$ cat src/hdl/assert_macros.svh
// Assertion helpers shared by the RTL.
`ifndef ASSERT_MACROS_SVH
`define ASSERT_MACROS_SVH

// Check prop on every rising edge while reset is released.
`define ASSERT_CLK(lbl, clk, rst_n, prop) \
	lbl: assert property (@(posedge clk) disable iff (!(rst_n)) (prop)) \
	else $error("assertion failed");

// Check prop on every rising edge, reset included.
`define ASSERT_ALWAYS(lbl, clk, prop) \
	lbl: assert property (@(posedge clk) (prop)) \
	else $error("assertion failed");

`endif

$ cat src/hdl/tts_pkg.sv
package tts_pkg;

	// Item kinds
	localparam logic KIND_TICK  = 1'b0;
	localparam logic KIND_WRITE = 1'b1;

	// Sequencer states
	typedef enum logic [4:0] {
		ST_IDLE   = 5'b00001,
		ST_SCAN   = 5'b00010,
		ST_DRAIN  = 5'b00100,
		ST_CHECK  = 5'b01000,
		ST_RELOAD = 5'b10000
	} tts_state_t;

	// Control from the sequencer to the compare unit
	typedef struct packed {
		logic en;     // present a candidate this cycle
		logic first;  // candidate opens a new search
	} scan_ctl_t;

endpackage

$ cat src/hdl/tts_ctr_mem.sv
module tts_ctr_mem import tts_pkg::*; #(
	parameter int DEPTH = 8,
	parameter int AW    = 3,
	parameter int DW    = 4
) (
	input  logic          clk,
	input  logic          arst_n,
	input  logic          wr_en,
	input  logic [AW-1:0] wr_addr,
	input  logic [DW-1:0] wr_data,
	input  logic          rd_en,
	input  logic [AW-1:0] rd_addr,
	output logic [DW-1:0] rd_data
);

	logic [DW-1:0]    mem [DEPTH];
	logic [DEPTH-1:0] vld_q;
	logic [DW-1:0]    rd_q;
	logic             rd_vld_q;

	// Entries never written read as zero.
	always_ff @(posedge clk or negedge arst_n) begin
		if (!arst_n) begin
			vld_q <= '0;
		end else if (wr_en) begin
			vld_q[wr_addr] <= 1'b1;
		end
	end

	always_ff @(posedge clk) begin
		if (wr_en) begin
			mem[wr_addr] <= wr_data;
		end
	end

	always_ff @(posedge clk or negedge arst_n) begin
		if (!arst_n) begin
			rd_vld_q <= 1'b0;
		end else if (rd_en) begin
			rd_vld_q <= vld_q[rd_addr];
		end
	end

	always_ff @(posedge clk) begin
		if (rd_en) begin
			rd_q <= mem[rd_addr];
		end
	end

	assign rd_data = rd_vld_q ? rd_q : '0;

endmodule

$ cat src/hdl/tts_scan_unit.sv
module tts_scan_unit import tts_pkg::*; #(
	parameter int IW = 3,
	parameter int DW = 4
) (
	input  logic          clk,
	input  scan_ctl_t     ctl,
	input  logic [IW-1:0] cand_idx,
	input  logic [DW-1:0] cand_val,
	output logic [IW-1:0] best_idx,
	output logic [DW-1:0] best_val
);

	logic [IW-1:0] best_idx_q;
	logic [DW-1:0] best_val_q;

	// Strictly greater replaces, so the lowest index keeps a tie.
	always_ff @(posedge clk) begin
		if (ctl.en && (ctl.first || (cand_val > best_val_q))) begin
			best_idx_q <= cand_idx;
			best_val_q <= cand_val;
		end
	end

	assign best_idx = best_idx_q;
	assign best_val = best_val_q;

endmodule

$ cat src/hdl/timer_tick_task_scheduler_core.sv
// Channel | Handshake          | Beat payload
// --------+--------------------+--------------------------------------------
// in      | in_valid, in_stall | kind, task_index, priority_req
// out     | out_valid, out_stall | running_task, switched, reloaded,
//         |                    | remaining_count
//
// A priority write, or a tick that leaves the slice nonzero, answers in the
// cycle after it is taken. A tick that reschedules runs the compare unit
// over tasks 1..TASK_COUNT-1 through the counter memory read port, then
// through DRAIN and CHECK; when every counter is zero, the reload sweep
// refills the counters from the priorities before CHECK runs again.
// Reset clears counters and the running task, and sets every priority to one.
// in_stall is high while an item is in work or a result beat is held by
// out_stall.
`include "assert_macros.svh"

module timer_tick_task_scheduler_core import tts_pkg::*; #(
	parameter int TASK_COUNT = 8,
	parameter int COUNT_BITS = 4
) (
	input  logic       clk,
	input  logic       arst_n,
	input  logic       in_valid,
	output logic       in_stall,
	input  logic       kind,
	input  logic [2:0] task_index,
	input  logic [3:0] priority_req,
	output logic       out_valid,
	input  logic       out_stall,
	output logic [2:0] running_task,
	output logic       switched,
	output logic       reloaded,
	output logic [3:0] remaining_count
);

	localparam int IW     = $clog2(TASK_COUNT);
	localparam int CW     = COUNT_BITS;
	// Only tasks 1..7 are writable through the 3-bit index; the rest keep one.
	localparam int PRIO_N = (TASK_COUNT < 8) ? TASK_COUNT : 8;
	localparam int PW     = $clog2(PRIO_N);
	localparam int QW     = (CW > 4) ? CW : 4;

	localparam logic [IW-1:0] FIRST_IDX = IW'(1);
	localparam logic [IW-1:0] LAST_IDX  = IW'(TASK_COUNT - 1);
	localparam logic [CW-1:0] COUNT_MAX = '1;
	localparam logic [CW-1:0] CNT_ONE   = CW'(1);

	tts_state_t    state_q;
	logic [IW-1:0] idx_q;
	logic [IW-1:0] idx_s1;
	logic          rd_s1;
	logic [IW-1:0] active_q;
	logic [CW-1:0] act_cnt_q;   // mirror of the running task's counter
	logic          reload_q;
	logic [CW-1:0] prio_q [PRIO_N];

	logic          out_valid_q;
	logic [2:0]    running_task_q;
	logic          switched_q;
	logic          reloaded_q;
	logic [3:0]    remaining_count_q;

	logic          acc;
	logic          is_tick;
	logic          need_sched;
	logic [CW-1:0] cnt_dec;
	logic [CW-1:0] prio_fit;
	logic [QW-1:0] prio_nz;
	logic          prio_wr;
	logic [CW-1:0] prio_rd;

	logic          mem_wr_en;
	logic [IW-1:0] mem_wr_addr;
	logic [CW-1:0] mem_wr_data;
	logic          mem_rd_en;
	logic [CW-1:0] mem_rd_data;

	scan_ctl_t     sc_ctl;
	logic [IW-1:0] sc_idx;
	logic [CW-1:0] sc_val;
	logic [IW-1:0] best_idx;
	logic [CW-1:0] best_val;
	logic          finish;

	// Input side: take a beat only when idle and the result slot is free.
	assign in_stall   = (state_q != ST_IDLE) || (out_valid_q && out_stall);
	assign acc        = in_valid && !in_stall;
	assign is_tick    = (kind == KIND_TICK);
	assign need_sched = (active_q == '0) || (act_cnt_q == '0) || (act_cnt_q == CNT_ONE);
	assign cnt_dec    = act_cnt_q - CNT_ONE;

	// Fit the requested priority into 1..COUNT_MAX.
	assign prio_nz  = (priority_req == 4'd0) ? QW'(1) : QW'(priority_req);
	assign prio_fit = (prio_nz > QW'(COUNT_MAX)) ? COUNT_MAX : CW'(prio_nz);
	assign prio_wr  = acc && !is_tick && (task_index != 3'd0)
		&& ({1'b0, task_index} < 4'(PRIO_N));

	assign prio_rd = ({1'b0, idx_q} < (IW + 1)'(PRIO_N)) ? prio_q[idx_q[PW-1:0]] : CNT_ONE;

	always_ff @(posedge clk or negedge arst_n) begin
		if (!arst_n) begin
			for (int i = 0; i < PRIO_N; i++) begin
				prio_q[i] <= CNT_ONE;
			end
		end else if (prio_wr) begin
			prio_q[task_index[PW-1:0]] <= prio_fit;
		end
	end

	// Counter memory: charge the slice on a tick, refill on reload.
	always_comb begin
		mem_wr_en   = 1'b0;
		mem_wr_addr = active_q;
		mem_wr_data = cnt_dec;
		if (state_q == ST_RELOAD) begin
			mem_wr_en   = 1'b1;
			mem_wr_addr = idx_q;
			mem_wr_data = prio_rd;
		end else if (acc && is_tick && (active_q != '0) && (act_cnt_q != '0)) begin
			mem_wr_en = 1'b1;
		end
	end

	assign mem_rd_en = (state_q == ST_SCAN);

	tts_ctr_mem #(
		.DEPTH (TASK_COUNT),
		.AW    (IW),
		.DW    (CW)
	) u_ctr_mem (
		.clk     (clk),
		.arst_n  (arst_n),
		.wr_en   (mem_wr_en),
		.wr_addr (mem_wr_addr),
		.wr_data (mem_wr_data),
		.rd_en   (mem_rd_en),
		.rd_addr (idx_q),
		.rd_data (mem_rd_data)
	);

	// Feed the compare unit from the memory read during a scan, and
	// from the priorities during the reload sweep.
	always_comb begin
		sc_ctl.en    = 1'b0;
		sc_ctl.first = 1'b0;
		sc_idx       = idx_s1;
		sc_val       = mem_rd_data;
		if (state_q == ST_RELOAD) begin
			sc_ctl.en    = 1'b1;
			sc_ctl.first = (idx_q == FIRST_IDX);
			sc_idx       = idx_q;
			sc_val       = prio_rd;
		end else if (rd_s1) begin
			sc_ctl.en    = 1'b1;
			sc_ctl.first = (idx_s1 == FIRST_IDX);
		end
	end

	tts_scan_unit #(
		.IW (IW),
		.DW (CW)
	) u_scan (
		.clk      (clk),
		.ctl      (sc_ctl),
		.cand_idx (sc_idx),
		.cand_val (sc_val),
		.best_idx (best_idx),
		.best_val (best_val)
	);

	assign finish = (state_q == ST_CHECK) && !((best_val == '0) && !reload_q);

	// Sequencer
	always_ff @(posedge clk or negedge arst_n) begin
		if (!arst_n) begin
			state_q   <= ST_IDLE;
			idx_q     <= FIRST_IDX;
			idx_s1    <= FIRST_IDX;
			rd_s1     <= 1'b0;
			active_q  <= '0;
			act_cnt_q <= '0;
			reload_q  <= 1'b0;
		end else begin
			rd_s1  <= (state_q == ST_SCAN);
			idx_s1 <= idx_q;
			case (state_q)
				ST_IDLE: begin
					if (acc && is_tick) begin
						reload_q <= 1'b0;
						if ((active_q != '0) && (act_cnt_q != '0)) begin
							act_cnt_q <= cnt_dec;
						end
						if (need_sched) begin
							idx_q   <= FIRST_IDX;
							state_q <= ST_SCAN;
						end
					end
				end
				ST_SCAN: begin
					idx_q <= IW'(idx_q + FIRST_IDX);
					if (idx_q == LAST_IDX) begin
						state_q <= ST_DRAIN;
					end
				end
				ST_DRAIN: begin
					state_q <= ST_CHECK;
				end
				ST_CHECK: begin
					if (finish) begin
						active_q  <= best_idx;
						act_cnt_q <= best_val;
						state_q   <= ST_IDLE;
					end else begin
						// every slice used up: refill from priorities
						reload_q <= 1'b1;
						idx_q    <= FIRST_IDX;
						state_q  <= ST_RELOAD;
					end
				end
				ST_RELOAD: begin
					idx_q <= IW'(idx_q + FIRST_IDX);
					if (idx_q == LAST_IDX) begin
						state_q <= ST_CHECK;
					end
				end
				default: begin
					state_q <= ST_IDLE;
				end
			endcase
		end
	end

	// Result register: hold the beat until out_stall drops.
	always_ff @(posedge clk or negedge arst_n) begin
		if (!arst_n) begin
			out_valid_q <= 1'b0;
		end else if (finish || (acc && !(is_tick && need_sched))) begin
			out_valid_q <= 1'b1;
		end else if (!out_stall) begin
			out_valid_q <= 1'b0;
		end
	end

	always_ff @(posedge clk) begin
		if (finish) begin
			running_task_q    <= 3'(best_idx);
			switched_q        <= (best_idx != active_q);
			reloaded_q        <= reload_q;
			remaining_count_q <= 4'(best_val);
		end else if (acc && !(is_tick && need_sched)) begin
			running_task_q    <= 3'(active_q);
			switched_q        <= 1'b0;
			reloaded_q        <= 1'b0;
			remaining_count_q <= is_tick ? 4'(cnt_dec) : 4'(act_cnt_q);
		end
	end

	assign out_valid       = out_valid_q;
	assign running_task    = running_task_q;
	assign switched        = switched_q;
	assign reloaded        = reloaded_q;
	assign remaining_count = remaining_count_q;

	// A priority write answers on the next edge.
	`ASSERT_CLK(a_write_answers, clk, arst_n, (acc && (kind == KIND_WRITE)) |=> out_valid_q)
	// Once a task has been picked the idle task never runs again.
	`ASSERT_CLK(a_no_idle_return, clk, arst_n, ($past(active_q) != '0) |-> (active_q != '0))
	// The refill sweep runs only with the reload mark set.
	`ASSERT_ALWAYS(a_reload_marked, clk, (state_q == ST_RELOAD) |-> reload_q)

endmodule

$ cat config.mk
export PLATFORM = sky130hd
export DESIGN_NAME = timer_tick_task_scheduler_core
export DESIGN_NICKNAME = d
export VERILOG_FILES = /design/src/hdl/tts_pkg.sv /design/src/hdl/tts_ctr_mem.sv /design/src/hdl/tts_scan_unit.sv /design/src/hdl/timer_tick_task_scheduler_core.sv
export VERILOG_INCLUDE_DIRS = /design/src /design/src/hdl
export SDC_FILE = /design/constraint.sdc
export NUM_CORES = 1
export LEC_CHECK = 0
export ABC_AREA = 1
export BUFFER_PORTS_ARGS = -buffer_cell sky130_fd_sc_hd__buf_4
export CORE_ASPECT_RATIO = 1.25
export CORE_MARGIN = 2
export CORE_UTILIZATION = 30
export CTS_CLUSTER_DIAMETER = 150
export CTS_CLUSTER_SIZE = 8
export DETAILED_ROUTE_END_ITERATION = 10
export PLACE_DENSITY = 0.46
export SYNTH_ARGS = -nofsm -noshare
export SYNTH_HDL_FRONTEND = slang
export SYNTH_HIERARCHICAL = 1
export SYNTH_SLANG_ARGS = --single-unit
$ cat constraint.sdc
create_clock -name clk -period 3 [get_ports clk]
set_input_delay 0.45 -clock clk [delete_from_list [all_inputs] [get_ports clk]]
set_output_delay 0.45 -clock clk [all_outputs]
set_load 0.05 [all_outputs]
# [Word-level counts from Yosys, hierarchy flattened]
# Memory sizes are Yosys's and may differ from the RTL's. A register that Yosys moved wholly into a read port is not among the register bits.
# Index checks and enable logic that the tools add are counted.
[totals] register_bits=78 ram_bits=32 in_bits=12 elab_cells=148 output_inout_bits=11 mem_count=1
[mem_list] memory="u_ctr_mem.mem" words=8 word_bits=4 read_ports=1 rd_clocked_by_memory_dff=1 write_ports=1 line="tts_ctr_mem.sv:16" rtl="logic [DW-1:0] mem [DEPTH];"
[classes] order_cmp=8 n_reduce_logical=40 n_eq_ne=19 muxes=50 n_bitwise=4 n_addsub=2
[op_table] cell="$mux 4" count=14
[op_table] cell="$bwmux 32" count=1
[op_table] cell="$mux 5" count=5
[op_table] cell="$pmux 5 s5" count=1
[op_table] cell="$mux 3" count=7
[op_table] cell="$logic_and 1x1->1" count=15
[op_table] cell="$mux 1" count=13
[op_table] cell="$bmux 4 s3" count=1
[op_table] cell="$demux 4 s3" count=1
[op_table] cell="$logic_not 4->1" count=3
[op_table] cell="$reduce_and 4->1" count=3
[op_table] cell="$ne 2x2->1 const B" count=5
[op_table] cell="$pmux 3 s3" count=1
[op_table] cell="$reduce_bool 3->1" count=3
[op_table] cell="$ge 4x4->1 const B" count=2
[op_table] cell="$lt 3x4->1 const B" count=2
[op_table] cell="$not 3->4" count=2
[op_table] cell="$or 8x8->8" count=1
[op_table] cell="$pmux 4 s2" count=1
[op_table] cell="$eq 3x1->1 const B" count=2
[op_table] cell="$ne 2x1->1 const B" count=3
[op_table] cell="$eq 5x1->1 const B" count=1
[op_table] cell="$eq 5x2->1 const B" count=1
[op_table] cell="$eq 5x3->1 const B" count=1
[op_table] cell="25 further kinds" count=34

# [Longest topological paths before layout]
# Gate-level depths: netlist (run 1).
[logic_depth] depth_word=11 depth_mapped=18 ltp_nobuf=17

# [By module]
# The synthesis (run 1) kept the hierarchy.
[by_module_without_submodules] module="timer_tick_task_scheduler_core" seq_area_each_um2=1610.3 n_inst=1 area_each_um2=3443.3 cells_each=463
[by_module_without_submodules] module="tts_ctr_mem" seq_area_each_um2=1306.3 n_inst=1 area_each_um2=1836.8 cells_each=168
[by_module_without_submodules] module="tts_scan_unit" seq_area_each_um2=210.2 n_inst=1 area_each_um2=335.3 cells_each=29

# [Worst setup path before layout (run 1)]
# OpenSTA, ideal clock, no wires.
[synth_timing] path_kind="register to register" startpoint="register idx_q[0]" endpoint="register u_scan.best_idx_q[0] (netlist: u_scan/best_idx[0]), enable pin" n_path_buf=2 synth_period_minus_slack_ns=2.475 setup_slack_ns=0.525 arrival_time_ns=2.137 required_time_ns=2.662 setup_ns=0.338 path_stages_with_launch=17 path_cell_list="dfstp_2 -> buf_2 -> buf_2 -> a21oi_1 -> o21ai_0 -> nand2_1 -> nand2_1 -> nand2_1 -> inv_1 -> nand2_1 -> ha_1 -> nand2_1 -> inv_2 -> nand2_1 -> nand2_1 -> nand2_1 -> a21oi_2"
[synth_via] elab_chain_cells=8 elab_cells_between_ends=10 classes_between="order compare (1); eq/ne (1); mux (5); bitwise (1); reduce/logical (2)"
[synth_rtl] element="start: declaration" line="timer_tick_task_scheduler_core.sv:49" rtl="logic [IW-1:0] idx_q;"
[synth_rtl] element="start signal: assignment" line="timer_tick_task_scheduler_core.sv:200" rtl="idx_q <= IW'(idx_q + FIRST_IDX);"
[synth_rtl] element="start signal: assignment" line="timer_tick_task_scheduler_core.sv:221" rtl="idx_q <= IW'(idx_q + FIRST_IDX);"
[synth_rtl] element="$not 3->4 (implied by the code)" line="timer_tick_task_scheduler_core.sv:98" rtl="assign prio_rd = ({1'b0, idx_q} < (IW + 1)'(PRIO_N)) ? prio_q[idx_q[PW-1:0]] : CNT_ONE;"
[synth_rtl] element="$bmux 4 s3" line="timer_tick_task_scheduler_core.sv:98"
[synth_rtl] element="$mux 4 (implied by the code) (2 in a row)" line="timer_tick_task_scheduler_core.sv:98"
[synth_rtl] element="$mux 4" line="timer_tick_task_scheduler_core.sv:148" rtl="if (state_q == ST_RELOAD) begin"
[synth_rtl] element="via sc_val[3]" line="timer_tick_task_scheduler_core.sv:80" rtl="logic [CW-1:0] sc_val;"
[synth_rtl] element="$gt 4x4->1" line="tts_scan_unit.sv:18" rtl="if (ctl.en && (ctl.first || (cand_val > best_val_q))) begin"
[synth_rtl] element="$logic_or 1x1->1" line="tts_scan_unit.sv:18"
[synth_rtl] element="$logic_and 1x1->1" line="tts_scan_unit.sv:18"
[synth_rtl] element="end signal: assignment" line="tts_scan_unit.sv:19" rtl="best_idx_q <= cand_idx;"
[synth_rtl] element="end: declaration" line="tts_scan_unit.sv:13" rtl="logic [IW-1:0] best_idx_q;"
# The timed path passes the listed nets, and every way through them passes these cells. The select of a mux whose other input is x is not followed.
# A chain may end at the register's enable or synchronous reset.

# [Worst setup path in the final report (run 1)]
[layout_timing] startpoint="register idx_q[0]" endpoint="register u_scan.best_idx_q[2] (netlist: u_scan/best_idx[2]), enable pin"
# Same word-level chain as after synthesis.

==> impl_results.md, run 1 <==
* Status: finished, final reports clean
* Commonest non-fill, non-tap cell in the layout: nand2_1
* Mapped Cells at 660
* Die Ht at 157 um
* IR drop worst, VDD at 0.000354 V
* Final weighted congestion of routability-driven global placement at 0.833
* CTS tree: done
* Synthesis Warnings at 6
* Number of distinct library cells after synthesis at 33
* Internal at 0.00378 W
* Post-CTS resize count at 0
* CP max stage delay at 630 ps
* Root Buffer: clkbuf_16
* Post-synthesis sequential area ratio at 55.7%
* Static leakage at 3.04 nW
* Largest net degree at the start of global routing at 63
* Initial antenna violation count at 0
* Cts hold-fix bufs at 0
* Post-Route Skew at 11.3 ps
* First-pass GRT wire length at 23.0 mm
* CP Data Arrival Time at 2790 ps
* Pins Over Slew Limit at 0
* Clock share of power at 27.8%
* Sw frac at 37.8%
* Vias/cell at 4.67
* Buffers on Ports at 22
* Most frequent cells in the layout: 179 x nand2_1, 106 x inv_1, 59 x nor2_1
* GRT met2 Usage at 25.0%
* Worst-margin pin slew at 805 ps
* DP HPWL at 9.91 mm
* Critical-path cell list: inv_1 > o21ai_0 > o22ai_1 > nand2_1 > nand2_1 > inv_1 > nand2_1 > ha_1 > nand2_1 > inv_2 > nand2_1 > nand2_1 > nand2_1 > a21oi_2
* Initial Util at 30.8%
* GR Util met3 at 3.16%
* Power density over the cells at 930 nW/um^2
* Clock sink count at 114
* Fin crit share at 90.8%
* Combinational share of power at 34.2%
* DR vias at 4,365
* Fill cell count at 1,868
* Reg power frac at 38.0%
* Avg Inst Size Synth at 8.51 um^2
* # H-tree levels at 4
* Row count at 55
* Worst path required time at 3070 ps
* Synthesis-to-layout area growth at 16.4%
* Total wire length at 13.8 mm
* Drt initial violations at 336
* Post-CTS setup buffer count at 0
* Share of layout cells above drive strength 1 at 11.9%
* Tot GR Track Use at 15.0%
* Number of CTS-inserted buffers at 17
* Met1 Use GR at 18.4%
* Worst hold-check path type: primary input to asynchronous set/reset pin
* Final Non-Filler Cells at 934
* Final hold violations at 0
* Max-Slew Margin vs Limit at 46.3%
* Area after DPL at 6040 um^2
* Antenna diodes at 0
* Reg2Reg Depth at 14
* Mapped Nets at 681
* WP buf/inv at 3
* Endpoints failing setup at 0
* Top delay family on crit path: compound AO/OA/AOI/OAI gates
* DRC at 0
* Mapped Area at 5620 um^2
* F_max at 0.367 GHz
* Worst Setup SP: idx_q[0]$_DFFE_PN1P_
* Number of global-route vias before repair at 4,482
* Worst reg2reg setup slack at 270 ps
* CP Class: register to register
* Wire length per cell at 14.7 um
* Drt pass-1 iters at 5
* GRT Residual Overflow at 0
* R2R Path Start: idx_q[0]$_DFFE_PN1P_
* CP dominant cell by count: nand2_1
* Core footprint at 18,200 um^2
* Finished Cell Area at 6540 um^2
* Setup crit end kind: register
* CP Launch Type: register
* Crit-path max FO at 16
* CP max stage cell: dfstp_2
* Top-Level Pins at 23
* NetSw at 0.00230 W
* Yosys reg bits at 114
* Final min period at 2730 ps
* Die width at 126 um
* Maxcap violations at 0
* Final ANT Viol Nets at 0
* Clk Latency, worst-skew pair at 420 ps
* Die area at 19,800 um^2
* Reg2reg end: u_scan/best_idx[2]$_DFFE_PP_
* Max Root-Sink Buffers at 2
* RSZ-0062 raised after global routing: no
* NumNets Final at 714
* Placed Cells at 902
* Setup TNS at 0 ps
* GR peak layer: met2
* Worst-path clk slew at 50 ps
[metrics by stage]
step | util (%) | setup slack [ps] | hold slack, ps | power [W]
after floorplan | - | 525 | 154 | 0.00373
after global placement | 33.1 | 418 | 364 | 0.00441
after detailed placement | 33.1 | 320 | 363 | 0.00443
after CTS | 35.8 | 302 | 161 | 0.00615
after global routing | 35.8 | 9.19 | 175 | 0.00652
final | 35.8 | 275 | 119 | 0.00608
[layer usage]
layer  wire length [um]  share of wire, %
met3                541               3.9
met4                165               1.2
met2               6920                50
met5                  0                 0
met1               6140                45
[cell type report]
type | count | area (um^2) | area share (%)
multi-input combinational | 419 | 1980 | 30.3
clock inverter | 10 | 47.5 | 0.727
tap | 228 | 285 | 4.36
sequential | 114 | 3130 | 47.8
timing repair buffer | 33 | 248 | 3.79
clock buffer | 22 | 444 | 6.80
inverter | 108 | 405 | 6.20
[sequential cells by signal (all words and copies together), names as in the netlist, 4 cells and up]
name / count
state_q: 5
u_ctr_mem/mem: 32
u_ctr_mem/rd_q: 4
act_cnt_q: 4
remaining_count: 4
u_scan/best_val: 4
prio_q: 32
u_ctr_mem/vld_q: 8
[Yosys cell counts]
| cell | n | area share (%) |
|---|---|---|
| a21oi_1 | 12 | 1.1 |
| a21oi_2 | 1 | 0.16 |
| a31oi_1 | 1 | 0.11 |
| a41oi_1 | 1 | 0.16 |
| buf_1 | 1 | 0.067 |
| buf_2 | 5 | 0.45 |
| buf_4 | 1 | 0.13 |
| buf_6 | 3 | 0.60 |
| clkbuf_1 | 9 | 0.60 |
| dfrtp_1 | 51 | 23 |
| dfstp_2 | 11 | 5.1 |
| edfxtp_1 | 52 | 28 |
| ha_1 | 9 | 2.0 |
| inv_1 | 106 | 7.1 |
| inv_2 | 2 | 0.13 |
| nand2_1 | 179 | 12 |
| nand2_2 | 2 | 0.22 |
| nand3_1 | 38 | 3.4 |
| nand3_2 | 1 | 0.18 |
| nand4_1 | 25 | 2.8 |
| nor2_1 | 59 | 3.9 |
| nor2_2 | 3 | 0.33 |
| nor2_4 | 2 | 0.40 |
| nor3_1 | 1 | 0.089 |
| nor3_4 | 1 | 0.29 |
| o21ai_0 | 52 | 4.6 |
| o21ai_1 | 16 | 1.4 |
| o22ai_1 | 6 | 0.67 |
| o31ai_1 | 1 | 0.13 |
| o31ai_2 | 1 | 0.22 |
| or2_2 | 4 | 0.45 |
| xnor2_1 | 3 | 0.47 |
| xor2_1 | 1 | 0.16 |
[worst max path at each step]
stage | end | depth (start not counted)
2_1_floorplan | u_scan/best_idx[0]$_DFFE_PP_ | 16
3_3_place_gp | u_scan/best_idx[0]$_DFFE_PP_ | 16
3_5_place_dp | u_scan/best_val[3]$_DFFE_PP_ | 14
4_1_cts | u_scan/best_val[2]$_DFFE_PP_ | 14
5_1_grt | u_scan/best_val[2]$_DFFE_PP_ | 16
6_report | u_scan/best_idx[2]$_DFFE_PP_ | 14
[kinds of logic after synthesis]
group	count (synthesis)	share of synthesized area (%)
AOI/OAI and AO/OA	91	8.58
xor gates and xnor gates	4	0.624
adders and majority gates	9	2.01
buffers and inverters	127	9.07
DFF	114	55.7
and+or+nand+nor	315	24.0
[worst reg2reg max path, cell delays in order, from the launching register on]
cell	delay, ps
dfstp_2	630
inv_1	220
o21ai_0	240
o22ai_1	100
nand2_1	60
nand2_1	50
inv_1	70
nand2_1	60
ha_1	300
nand2_1	70
inv_2	50
nand2_1	40
nand2_1	60
nand2_1	60
a21oi_2	360
[power groups by stage]
stage	combinational [W]	clock (W)	sequential, W
after floorplan	0.00138	0	0.00235
after global placement	0.00208	0	0.00233
final	0.00208	0.00169	0.00231
after detailed placement	0.00210	0	0.00233
after CTS	0.00210	0.00174	0.00231
after global routing	0.00236	0.00181	0.00235
No activity file was read; power rests on OpenSTA's default activity.
==> inputs of run 2 (changes only) <==
--- a/config.mk
+++ b/config.mk
@@ -6,7 +6,7 @@
 export SDC_FILE = /design/constraint.sdc
 export NUM_CORES = 1
 export LEC_CHECK = 0
-export ABC_AREA = 1
+export ABC_AREA = 0
 export BUFFER_PORTS_ARGS = -buffer_cell sky130_fd_sc_hd__buf_4
 export CORE_ASPECT_RATIO = 1.25
 export CORE_MARGIN = 2
==> impl_results.md, run 2 <==
* Status: finished, final reports clean (unchanged)
* Initial antenna violation count at 0 (unchanged)
* Die width at 124 um (was 126 um)
* Number of distinct library cells after synthesis at 51 (was 33)
* Clock sink count at 114 (unchanged)
* Commonest non-fill, non-tap cell in the layout: edfxtp_1 (was nand2_1)
* Post-Route Skew at 8.70 ps (was 11.3 ps)
* Synth top cells by count: 52 x edfxtp_1, 51 x dfrtp_1, 41 x nand2_1 (was 179 x nand2_1, 106 x inv_1, 59 x nor2_1)
* Worst-path clk slew at 60 ps (was 50 ps)
* Worst hold-check path type: primary input to asynchronous set/reset pin (unchanged)
* Die Ht at 154 um (was 157 um)
* Share of layout cells above drive strength 1 at 33.6% (was 11.9%)
* Top Registers: prio_q x32, u_ctr_mem/mem x32, u_ctr_mem/vld_q x8 (unchanged)
* Vias/cell at 4.88 (was 4.67)
* Fill cell count at 1,648 (was 1,868)
* Most numerous cell in the Yosys netlist: edfxtp_1 (was nand2_1)
* Multi-input logic area at 2140 um^2 (was 1980 um^2)
* Max Root-Sink Buffers at 2 (unchanged)
* Final hold violations at 0 (unchanged)
* Endpoints failing setup at 0 (unchanged)
* DR vias at 3,331 (was 4,365)
* Final Core Density at 37.2% (was 35.8%)
* GRT Residual Overflow at 0 (unchanged)
* Pins Over Slew Limit at 0 (unchanged)
* DRC at 0 (unchanged)
* Buffers on Ports at 22 (unchanged)
* First-pass GRT wire length at 19.7 mm (was 23.0 mm)
* Root Buffer: clkbuf_16 (unchanged)
* Synthesis-to-layout area growth at 21.0% (was 16.4%)
* Crit-path max FO at 7 (was 16)
* Share of the synthesized area in the top cell type at 29.0% (was 27.8%)
* Avg Inst Size Synth at 13.3 um^2 (was 8.51 um^2)
* Top-Level Pins at 23 (unchanged)
* Tot GR Track Use at 13.9% (was 15.0%)
* Top cell type by total area after synthesis: edfxtp_1 (unchanged)
* NumNets Final at 467 (was 714)
* DP HPWL at 8.61 mm (was 9.91 mm)
* Die area at 19,000 um^2 (was 19,800 um^2)
* Number of global-route vias before repair at 3,464 (was 4,482)
* Total wire length at 12.1 mm (was 13.8 mm)
* Maxcap violations at 0 (unchanged)
* Synthesis Warnings at 6 (unchanged)
* CP max stage delay at 600 ps (was 630 ps)
* CP Data Arrival Time at 2960 ps (was 2790 ps)
* Setup crit end kind: register (unchanged)
* Clk Latency, worst-skew pair at 410 ps (was 420 ps)
* CTS tree: done (unchanged)
* Static leakage at 2.65 nW (was 3.04 nW)
* Final weighted congestion of routability-driven global placement at 0.832 (was 0.833)
* F_max at 0.347 GHz (was 0.367 GHz)
* Hold WS at 129 ps (was 119 ps)
* Initial Util at 30.7% (was 30.8%)
* Power density over the cells at 972 nW/um^2 (was 930 nW/um^2)
* Critical-path cell list: buf_6 > mux4_2 > a211oi_2 > nor2_1 > ha_1 > nor2b_4 > o211ai_1 > a21oi_4 (was inv_1 > o21ai_0 > o22ai_1 > nand2_1 > nand2_1 > inv_1 > nand2_1 > ha_1 > nand2_1 > inv_2 > nand2_1 > nand2_1 > nand2_1 > a21oi_2)
* Register area at 3130 um^2 (unchanged)
* Worst path required time at 3090 ps (was 3070 ps)
* Wire length per cell at 17.7 um (was 14.7 um)
* Yosys reg bits at 114 (unchanged)
* Drt pass-1 iters at 4 (was 5)
* Worst-margin pin slew at 818 ps (was 805 ps)
* Asr flop ratio synth at 54.4% (unchanged)
* Max-Slew Margin vs Limit at 45.5% (was 46.3%)
* # H-tree levels at 4 (unchanged)
* Antenna diodes at 0 (unchanged)
* Mapped Nets at 427 (was 681)
* IR drop worst, VDD at 0.000478 V (was 0.000354 V)
* Setup TNS at 0 ps (unchanged)
* WP buf/inv at 1 (was 3)
* Number of flops mapped to enable cells by yosys at 52 (unchanged)
* Mapped Area at 5380 um^2 (was 5620 um^2)
* Top delay family on crit path: compound AO/OA/AOI/OAI gates (unchanged)
* RSZ-0062 raised after global routing: yes (was no)
* Final min period at 2880 ps (was 2730 ps)
* CP Class: register to register (unchanged)
* Row count at 54 (was 55)
* Drt initial violations at 201 (was 336)
* Most frequent cells in the layout: 52 x edfxtp_1, 51 x dfrtp_1, 41 x nand2_1, 41 x buf_4, 33 x nor2_1 (was 179 x nand2_1, 106 x inv_1, 59 x nor2_1)
* Synth Flop Type: edfxtp_1 (unchanged)
* Top cells by area, synth: edfxtp_1 29%, dfrtp_1 24%, mux2_2 5.9% (was edfxtp_1 28%, dfrtp_1 23%, nand2_1 12%)
* CP max stage cell: dfstp_2 (unchanged)
* Mapped Cells at 406 (was 660)
* Largest net degree at the start of global routing at 63 (unchanged)
* Cts hold-fix bufs at 0 (unchanged)
* Fin crit share at 96.0% (was 90.8%)
* Core footprint at 17,500 um^2 (was 18,200 um^2)
* Number of CTS-inserted buffers at 17 (unchanged)
* Final ANT Viol Nets at 0 (unchanged)
* CP Launch Type: register (unchanged)
* Post-synthesis sequential area ratio at 58.1% (was 55.7%)
==> run 2: cell count changes in the layout (fill, tap and decap cells not counted), sizes merged, moves of 23 or more <==
cell,change
nand3,-35
inv,-91
nand4,-23
nand2,-140
o21ai,-53
nor2,-31
mux2,+32
==> run 2: cell type report <==
cell class	count	area share, %
multi-input combinational	261	32.9
timing repair buffer	43	5.07
sequential	114	48.0
clock buffer	17	6.54
tap	224	4.31
inverter	9	0.519
clock inverter	15	2.61
==> run 2: path summary, 6_finish.rpt <==
check	slack (ps)	depth (start not counted)	end	from
min	130	1	prio_q[26]$_DFFE_PN0P_	arst_n
min in group clk	350	2	prio_q[22]$_DFFE_PN0P_	priority_req[2]
max	120	8	u_scan/best_idx[2]$_DFFE_PP_	idx_q[0]$_DFFE_PN1P_
max in group asynchronous	2330	1	rd_s1$_DFF_PN0_	arst_n
min reg2reg	370	0	prio_q[28]$_DFFE_PN1P_	prio_q[28]$_DFFE_PN1P_
max reg2reg	120	8	u_scan/best_idx[2]$_DFFE_PP_	idx_q[0]$_DFFE_PN1P_
==> run 2: logic make-up (layout without fill, tap and decap cells) <==
group,after synthesis,count (layout),synth area share (%)
flip-flops,114,114,58.1
buffers and inverters,31,84,2.93
AND/OR/NAND/NOR,138,138,13.6
AO/OA/AOI/OAI,48,48,5.72
XOR/XNOR,11,11,1.79
multiplexers,55,55,15.8
adder cells (fa/ha/maj),9,9,2.09
==> run 2: per-layer routing <==
metal  vias to the layer above  track usage, %  part of all wire [%]
li1                       1577               -                     -
met1                      1675            17.4                    43
met2                        61            23.2                    52
met3                        18            3.23                   3.1
met4                         0            5.47                   2.1
met5                         -               0                     0
==> run 2: what timing repair did <==
item	4_1_cts	5_1_grt
gates resized for setup	2	10
pin swaps	0	6
buffers inserted	0	6
endpoints found under the setup margin	7	7
==> run 2: worst register-to-register path: cells and delay by family, from the launching register on <==
family | cells | cell delay (ps)
fa+ha+maj | 1 | 310
flops | 1 | 600
compound gates | 3 | 750
buf+inv | 1 | 150
simple gates | 2 | 220
mux | 1 | 520
==> run 2: power breakdown <==
part,internal (W),switching (W),total (W)
Combinational,0.000882,0.00104,0.00192
Clock,0.00125,0.000781,0.00203
Sequential,0.00212,0.000256,0.00238
==> run 2: through the flow <==
stage | setup slack, ps | std cells | total power [W] | cell area [um^2]
detailed placement | -83.5 | 645 | 0.00424 | 5820
global route | -21.5 | 683 | 0.00669 | 6510
finish | 121 | 683 | 0.00633 | 6510
global placement | 60.6 | 645 | 0.00421 | 5820
floorplan | 10.3 | 406 | 0.00369 | 5380
CTS | 11.0 | 677 | 0.00630 | 6430
==> inputs of run 3 (changes only) <==
==> constraint.sdc (replaced) <==
create_clock -name clk -period 3 [get_ports clk]
set_input_delay 0.15 -clock clk [delete_from_list [all_inputs] [get_ports clk]]
set_output_delay 0.15 -clock clk [all_outputs]
set_load 0.05 [all_outputs]
==> impl_results.md, run 3 (synthesis results as in run 2) <==
* Total wire length at 12.1 mm (about the same)
* DRC at 0 (unchanged)
* Area after DPL at 5820 um^2 (unchanged)
* Maxcap violations at 0 (unchanged)
* Final weighted congestion of routability-driven global placement at 0.832 (unchanged)
* Synthesis-to-layout area growth at 21.2% (was 21.0%)
* Clock sink count at 114 (unchanged)
* Hold path cells at 2
* Hold Crit Start: priority_req[2]
* Top delay family on crit path: compound AO/OA/AOI/OAI gates (unchanged)
* Min-Delay Endpoint: prio_q[22]$_DFFE_PN0P_
* Clk Latency, worst-skew pair at 410 ps (about the same)
* Clock share of power at 32.1% (was 32.0%)
* Die Ht at 154 um (unchanged)
* Final ANT Viol Nets at 0 (unchanged)
* First-pass GRT wire length at 19.7 mm (unchanged)
* R2R Path Start: idx_q[0]$_DFFE_PN1P_ (unchanged)
* Static leakage at 2.65 nW (about the same)
* Final min period at 2880 ps (about the same)
* GRT Residual Overflow at 0 (unchanged)
* CTS tree: done (unchanged)
* Setup TNS at 0 ps (unchanged)
* Setup crit end kind: register (unchanged)
* Buffers on Ports at 22 (unchanged)
* Die area at 19,000 um^2 (unchanged)
* Worst-margin pin slew at 822 ps (was 818 ps)
* Initial antenna violation count at 0 (unchanged)
* F_max at 0.347 GHz (about the same)
* Fin crit share at 95.9% (was 96.0%)
* Placed Cells at 645 (unchanged)
* CP max stage delay at 600 ps (about the same)
* DR vias at 3,344 (was 3,331)
* Worst hold-check path type: primary input to register (was primary input to asynchronous set/reset pin)
* DP HPWL at 8.61 mm (unchanged)
* Max-Slew Margin vs Limit at 45.2% (was 45.5%)
* Worst Setup SP: idx_q[0]$_DFFE_PN1P_ (unchanged)
* Reg2reg end: u_scan/best_idx[2]$_DFFE_PP_ (unchanged)
* Internal at 0.00425 W (about the same)
* IR drop worst, VDD at 0.000478 V (about the same)
* Combinational share of power at 30.4% (about the same)
* Sw frac at 32.8% (about the same)
* Root Buffer: clkbuf_16 (unchanged)
* Commonest non-fill, non-tap cell in the layout: edfxtp_1 (unchanged)
* CP Data Arrival Time at 2960 ps (about the same)
* Top Registers: prio_q x32, u_ctr_mem/mem x32, u_ctr_mem/vld_q x8 (unchanged)
* Vias/cell at 4.89 (was 4.88)
* RSZ-0062 raised after global routing: yes (unchanged)
* NumNets Final at 468 (was 467)
* Post-Route Skew at 8.75 ps (was 8.70 ps)
* Worst setup margin at 122 ps (was 121 ps)
* Reg power frac at 37.6% (about the same)
* Endpoints failing setup at 0 (unchanged)
* Finished Cell Area at 6520 um^2 (was 6510 um^2)
* Initial Util at 30.7% (unchanged)
* Critical-path cell list: buf_6 > mux4_2 > a211oi_2 > nor2_1 > ha_1 > nor2b_4 > o211ai_1 > a21oi_4 (unchanged)
* Top-Level Pins at 23 (unchanged)
* Status: finished, final reports clean (unchanged)
* Max Root-Sink Buffers at 2 (unchanged)
* Most frequent cells in the layout: 52 x edfxtp_1, 51 x dfrtp_1, 41 x nand2_1, 41 x buf_4, 33 x nor2_1 (unchanged)
* Wire length per cell at 17.7 um (about the same)
* Power density over the cells at 971 nW/um^2 (was 972 nW/um^2)
* Reg2Reg Depth at 8 (unchanged)
* WP buf/inv at 1 (unchanged)
* Drt initial violations at 185 (was 201)
* Number of global-route vias before repair at 3,466 (was 3,464)
* Tot GR Track Use at 13.9% (unchanged)
* Number of CTS-inserted buffers at 17 (unchanged)
* Pins Over Slew Limit at 0 (unchanged)
* Final hold violations at 0 (unchanged)
* CP Class: register to register (unchanged)
* Pre-CTS WS at -83.5 ps (unchanged)
* Final Non-Filler Cells at 684 (was 683)
* Die width at 124 um (unchanged)
* Worst path required time at 3090 ps (about the same)
* Row count at 54 (unchanged)
* Drt pass-1 iters at 6 (was 4)
* Largest net degree at the start of global routing at 63 (unchanged)
* Worst reg2reg setup slack at 120 ps (about the same)
* Share of layout cells above drive strength 1 at 33.5% (was 33.6%)
* Worst-path clk slew at 60 ps (about the same)
* Antenna diodes at 0 (unchanged)
* # H-tree levels at 4 (unchanged)
* Crit-path max FO at 7 (unchanged)
* CP max stage cell: dfstp_2 (unchanged)
* NetSw at 0.00208 W (about the same)
* CP Launch Type: register (unchanged)
* Core footprint at 17,500 um^2 (unchanged)
-- run 3: worst max-delay path by stage --
stage / slack [ps] / depth (start not counted) / end
after CTS: 10 / 8 / u_scan/best_idx[2]$_DFFE_PP_
final: 120 / 8 / u_scan/best_idx[2]$_DFFE_PP_
after detailed placement: -80 / 8 / u_scan/best_idx[1]$_DFFE_PP_
after global routing: -20 / 8 / u_scan/best_idx[2]$_DFFE_PP_
after floorplan: 10 / 9 / u_scan/best_idx[0]$_DFFE_PP_
after global placement: 60 / 8 / u_scan/best_idx[2]$_DFFE_PP_
-- run 3: per-layer routing --
metal | track usage, % | vias to the layer above | share of wire (%)
met3 | 3.23 | 18 | 3.0
met2 | 23.2 | 62 | 51
met4 | 5.47 | 0 | 2.1
li1 | - | 1578 | -
met5 | 0 | - | 0
met1 | 17.4 | 1686 | 43
-- run 3: power by group through the flow --
stage               logic (W)  registers (W)  clock network, W
floorplan             0.00132        0.00237                 0
global placement      0.00180        0.00241                 0
detailed placement    0.00183        0.00240                 0
CTS                   0.00185        0.00238           0.00207
global route          0.00212        0.00242           0.00215
finish                0.00192        0.00238           0.00203
-- run 3: per-stage QoR --
step                hold slack (ps)  util (%)  total power [W]
global placement                299      33.2          0.00421
CTS                            38.7      36.8          0.00630
finish                         50.1      37.3          0.00633
global route                   35.7      37.3          0.00669
floorplan                      -146         -          0.00369
detailed placement              305      33.2          0.00424
-- run 3: timing repair --
action,CTS,global route
pin swaps,0,6
hold endpoints to repair,51,0
endpoints found under the setup margin,7,7
resized for setup,2,10
buffers inserted,0,6
hold buffers,1,0
-- run 3: layout make-up --
type                            count  area, um^2
Fill cell                        1647       11000
Multi-Input combinational cell    261        2140
Clock inverter                     15         170
Clock buffer                       17         425
Tap cell                          224         280
Inverter                            9        33.8
Timing Repair Buffer               44         340
Sequential cell                   114        3130
